[src/csp_pkg.sv]
// ============================================================================
// csp_pkg
// Shared types and constants for the circuit support property checker.
// ============================================================================
package csp_pkg;

    localparam int NODE_AW = 10;   // node index width, 1024 nodes
    localparam int SUP_W   = 64;   // support bitset width, one bit per variable
    localparam int KIND_W  = 3;
    localparam int LIT_W   = 7;
    localparam int CNT_W   = 11;
    localparam int VIOL_W  = 16;
    localparam int ADDR_W  = 4;

    localparam logic [CNT_W-1:0]  CNT_ONE  = CNT_W'(1);
    localparam logic [VIOL_W-1:0] VIOL_ONE = VIOL_W'(1);

    localparam logic [KIND_W-1:0] KIND_TRUE  = 3'd0;
    localparam logic [KIND_W-1:0] KIND_FALSE = 3'd1;
    localparam logic [KIND_W-1:0] KIND_LEAF  = 3'd2;
    localparam logic [KIND_W-1:0] KIND_AND   = 3'd3;
    localparam logic [KIND_W-1:0] KIND_OR    = 3'd4;

    localparam logic [1:0] REG_DEC_EN    = 2'd0;
    localparam logic [1:0] REG_SMOOTH_EN = 2'd1;
    localparam logic [1:0] REG_VIOL_CAP  = 2'd2;

    typedef enum logic {
        ST_IDLE,
        ST_EXEC
    } t_state;

    // command to the per-node accumulator
    typedef struct packed {
        logic step;
        logic first;
        logic add_and;
        logic add_or;
    } t_acc_cmd;

    // status of the node after the current item
    typedef struct packed {
        logic failed;
        logic multi;
    } t_acc_stat;

endpackage

[src/csp_node_acc.sv]
// ============================================================================
// csp_node_acc
// Per-node accumulator: running support union, first child support and
// the failure flag of the node under construction.
// ============================================================================
module csp_node_acc (
    input  logic                     i_clk,
    input  logic                     i_rst_n,
    input  csp_pkg::t_acc_cmd        i_cmd,
    input  logic [csp_pkg::SUP_W-1:0] i_child_sup,
    output logic [csp_pkg::SUP_W-1:0] o_union,
    output csp_pkg::t_acc_stat       o_stat
);

    logic [csp_pkg::SUP_W-1:0] r_union, n_union;
    logic [csp_pkg::SUP_W-1:0] r_first, n_first;
    logic                      r_fail, n_fail;
    logic [1:0]                r_kids, n_kids;

    logic [csp_pkg::SUP_W-1:0] b_union, b_first;
    logic                      b_fail;
    logic [1:0]                b_kids;

    always_comb begin
        // first item of a node starts from empty state
        b_union = i_cmd.first ? '0 : r_union;
        b_first = i_cmd.first ? '0 : r_first;
        b_fail  = i_cmd.first ? 1'b0 : r_fail;
        b_kids  = i_cmd.first ? 2'd0 : r_kids;

        n_union = b_union;
        n_first = b_first;
        n_fail  = b_fail;
        n_kids  = b_kids;

        if (i_cmd.add_and) begin
            if (|(b_union & i_child_sup)) begin
                n_fail = 1'b1;
            end
        end
        if (i_cmd.add_or) begin
            if (b_kids == 2'd0) begin
                n_first = i_child_sup;
            end else if (i_child_sup != b_first) begin
                n_fail = 1'b1;
            end
        end
        if (i_cmd.add_and || i_cmd.add_or) begin
            n_union = b_union | i_child_sup;
            if (b_kids != 2'd2) begin
                n_kids = b_kids + 2'd1;
            end
        end
    end

    always_ff @(posedge i_clk) begin
        if (!i_rst_n) begin
            r_union <= '0;
            r_first <= '0;
            r_fail  <= 1'b0;
            r_kids  <= 2'd0;
        end else if (i_cmd.step) begin
            r_union <= n_union;
            r_first <= n_first;
            r_fail  <= n_fail;
            r_kids  <= n_kids;
        end
    end

    assign o_union       = n_union;
    assign o_stat.failed = n_fail;
    assign o_stat.multi  = (n_kids == 2'd2);

endmodule

[config.mk]
export PLATFORM = sky130hd
export DESIGN_NAME = csp_node_acc
export DESIGN_NICKNAME = d
export VERILOG_FILES = /design/src/csp_pkg.sv /design/src/csp_node_acc.sv
export SDC_FILE = /design/constraint.sdc
export NUM_CORES = 1
export LEC_CHECK = 0
export BUFFER_PORTS_ARGS = -buffer_cell sky130_fd_sc_hd__buf_4
export CAP_MARGIN = 25
export CELL_PAD_IN_SITES_DETAIL_PLACEMENT = 1
export CELL_PAD_IN_SITES_GLOBAL_PLACEMENT = 1
export CORE_MARGIN = 2
export CORE_UTILIZATION = 40
export CTS_CLUSTER_SIZE = 30
export DETAILED_ROUTE_END_ITERATION = 10
export PLACE_DENSITY_LB_ADDON = 0.1
export REMOVE_ABC_BUFFERS = 1
export SYNTH_ARGS = -nofsm -noshare
export SYNTH_HDL_FRONTEND = slang
export SYNTH_SLANG_ARGS = --single-unit
[constraint.sdc]
create_clock -name i_clk -period 3.79 [get_ports i_clk]
set_input_delay 0.9475 -clock i_clk [delete_from_list [all_inputs] [get_ports i_clk]]
set_output_delay 0.9475 -clock i_clk [all_outputs]
set_load 0.05 [all_outputs]
After elaboration in Yosys (flattened, before gate mapping). Cells that the tools add are included. W data, S select, Z words.

Add/sub/neg operators: 1. Equal/unequal tests: 3. Muxes and demuxes: 14. Bitwise logic cells: 2. Reductions and logical operators: 3.

Operator list (count): $mux W64 (5); $and A64 B64 Y64 (1); $ne A64 B64 Y1 (1); $or A64 B64 Y64 (1); $reduce_or A64 Y1 (1); $mux W1 (6); $mux W2 (3); $add A2 B1 Y2 const B (1); $eq A2 B2 Y1 const B (1); $logic_not A2 Y1 (1); $ne A2 B2 Y1 const B (1); $logic_or A1 B1 Y1 (1).

Bits in registers: 131. Input bits: 70. Output and inout bits: 66. Logic and storage cells: 27.

Longest topological paths before layout.
Depth after elaboration: 8. Depth in mapped cells: 9. Depth with buffers taken out: 7.

Least setup slack after synthesis. Ideal clock, no wire load.

Path kind: input -> output. From: input i_cmd[0] in the netlist's numbering. To: output o_stat[0] in the netlist's numbering. Arrival: 3.100 ns. Data required time: 2.843 ns. Slack: -0.258 ns. Cell stages on the path: 4. Buffers on the path: 2. Cells stage by stage: or2_1 -> clkbuf_1 -> clkbuf_1 -> o41ai_1.

RTL lines: start, declared (line csp_node_acc.sv:9) `input csp_pkg::t_acc_cmd i_cmd,`; end, declared (line csp_node_acc.sv:12) `output csp_pkg::t_acc_stat o_stat`.

==> impl_metrics.toml <==
[outcome]
outcome = "finished, final reports clean"

[logic_synthesis]
synth_area_leaders = "dfxtp_1 36%, o211a_1 8.7%, nand2_1 6.6%, a22oi_1 6.5%, nor2b_1 5.6%"
syn_inst = 907
avgSynthCellArea_um2 = 8.09
yosysWarnings = 0
synth_edf_count = 0
ys_async_sr_fraction = 0
ys.flop_type = "dfxtp_1"
ys_ff_latch = 131
yosysSeqAreaShare = 0.357
syn_area_um2 = 7340
yosys.area.top_type = "dfxtp_1"
yosysTopAreaCellShare = 0.357
yosysUniqueCellTypes = 35

[global_routing]
grtUsageMet2 = 0.428
grt_remaining_overflow = 0
grt_pass1_wl_um = 38900
grt_pass1_vias = 7260
grt-busiest-layer = "met2"
grt_antenna_before_repair = 0
met1_usage = 0.324
gr-usage-met3 = 0.0413
track_usage = 0.247
grt_start_max_net_pins = 75

[worst_setup_path]
crit_required_ns = 2.84
critPathKind = "in -> out"
cp_slowest_cell = "or4_4"
critPathMaxStageDelay_ns = 0.57
end_kind = "primary output"
start_kind = "primary input"
arrival_ns = 2.76
critPathMaxFanout = 6
crit_chain = "buf_4, a22o_1, a221oi_2, nand4_1, or4_4, a21oi_2, or2_4, nand2_4, buf_8"

[routing]
postRouteAntennaNets = 0
routed_wl_um = 24200
drt-vias-per-instance = 5.68
wire_per_inst_um = 18.8
route.vias.total = 7299
first_pass_iters = 4
drt_iter0_drc = 440
drc = 0

[cts]
cts_num_sinks = 131
cts_tree = "built"
clock_latency_ns = 0.42
hold_buffers = 0
h-tree-depth = 4
clkTransAtPathRegs_ns = 0.05
clockBufferDepth = 2
cts_root_buf = "clkbuf_16"
cts-buffers-inserted = 17

[layout]
diodes = 0
drive_gt1_frac = 0.223
n_fill_cell = 2164
finalCoreUtilization = 0.530
fin_nets = 1115
synthToLayoutAreaGrowth_pct = 29.7
final_cells = 1285

[die]
fp.dieH_um = 139
coreArea_um2 = 18000
dieArea_um2 = 19400
die_x_um = 139
initial_core_util = 0.409
row_count = 49
io_pins = 136

[timing]
fin_crit_ns = 3.71
max_freq_ghz = 0.270
drv_slew = 0
skew_ns = 0.00681
setup_viol = 0
holdWs_ns = 0.542
hold_violations = 0
slew_headroom = 0.610
min_period_over_period = 0.978
tightest_slew_ns = 0.578

[run]
cap_violations = 0

[pwr]
p_per_area_nw_per_um2 = 435
leakage_nw = 4.27
irDropWorstVdd_mv = 0.325

[place]
dp_cells = 1253
post-dp-hpwl_um = 16900
gp_congestion = 0.767
io_buffers = 135

[min_path]
hold_path_class = "reg -> reg"
[worst paths after layout]
| path | slack [ns] | start | endpoint | cells past startpoint |
|---|---|---|---|---|
| worst max-delay path | 0.08 | i_child_sup[17] | o_stat[1] | 9 |
| worst min-delay path | 0.54 | r_kids[1] | r_kids[1] | 2 |
| worst max register to register | 1.67 | r_first[14] | r_fail | 9 |
| worst min register to register | 0.54 | r_kids[1] | r_kids[1] | 2 |
[synthesized netlist by cell type, drive strengths merged, types with 32 or more instances]
library cell and number:
clkbuf 58, dfxtp 131, nor2b 66, nor2 64, xnor2 32, nand2 130
inv 67, nor4bb 32, a31oi 33, o32ai 32, a22oi 64, o21ai 66
o211a 64
[cells by family (layout without fill, tap and decap cells)]
family                   after synthesis  after routing  synth area share
AND/OR/NAND/NOR                      313            313             0.217
buffers and inverters                133            282            0.0697
flip-flops                           131            131             0.357
adder cells (fa/ha/maj)                1              1           0.00170
AO/OA/AOI/OAI                        297            297             0.316
XOR/XNOR                              32             32            0.0382
[power breakdown]
part	switching, mW	internal, mW
logic	0.620	0.377
registers	0.0669	1.46
clock network	0.596	1.01
[timing repair]
item                       CTS  global route
setup endpoints to repair    1             1
hold endpoints to repair     0             0
setup buffers                0             1
resized for setup            4            17
pin swaps                    2            13
[flip-flops by register name (all words and copies together), names as in the netlist]
name	count
r_first	64
r_union	64
r_kids	2
r_fail	1
[critical path, delay by kind of cell]
kind	cells	cell delay, ns
AOI/OAI and AO/OA	3	0.55
and+or+nand+nor	4	0.97
buffers and inverters	2	0.29
[layout by cell type, fill, tap and decap left out, types with 3 or more instances in the layout]
| master | instances |
|---|---|
| nor2b_1 | 66 |
| nand2_1 | 128 |
| a22oi_1 | 64 |
| dfxtp_1 | 131 |
| clkbuf_1 | 6 |
| buf_4 | 175 |
| nor4bb_1 | 29 |
| a31oi_1 | 33 |
| nand4_1 | 12 |
| o21ai_0 | 56 |
| a221oi_1 | 3 |
| clkinv_2 | 4 |
| inv_1 | 66 |
| o32ai_1 | 30 |
| o21ai_1 | 10 |
| clkbuf_16 | 17 |
| xnor2_1 | 32 |
| clkbuf_8 | 3 |
| nor2_1 | 64 |
| a22o_1 | 16 |
| o211a_1 | 64 |
| a221oi_2 | 13 |
| buf_12 | 7 |
[metal layers]
layer | wire length [um] | vias to the layer above
met3 | 871 | 13
li1 | - | 3580
met4 | 178 | 0
met1 | 11100 | 3591
met5 | 0 | -
met2 | 12000 | 115
[metrics by stage]
stage | TNS, ns | setup slack, ns | cell area [um^2] | power (mW)
floorplan | -0.698 | -0.698 | 7080 | 2.12
global placement | -0.0569 | -0.0569 | 8830 | 2.52
detailed placement | -0.0587 | -0.0587 | 8830 | 2.54
CTS | 0 | 0.0130 | 9410 | 4.15
global route | -0.0226 | -0.0226 | 9520 | 4.31
finish | 0 | 0.0816 | 9520 | 4.14
[final cells by class]
class / count / area (um^2) / share of cell area
Multi-Input combinational cell: 643 / 4310 / 0.453
Sequential cell: 131 / 2620 / 0.275
Timing Repair Buffer: 184 / 1480 / 0.155
Clock buffer: 26 / 489 / 0.0514
Tap cell: 229 / 287 / 0.0301
Inverter: 67 / 253 / 0.0265
Clock inverter: 5 / 75.1 / 0.00789
(Power assumes the default switching activity.)
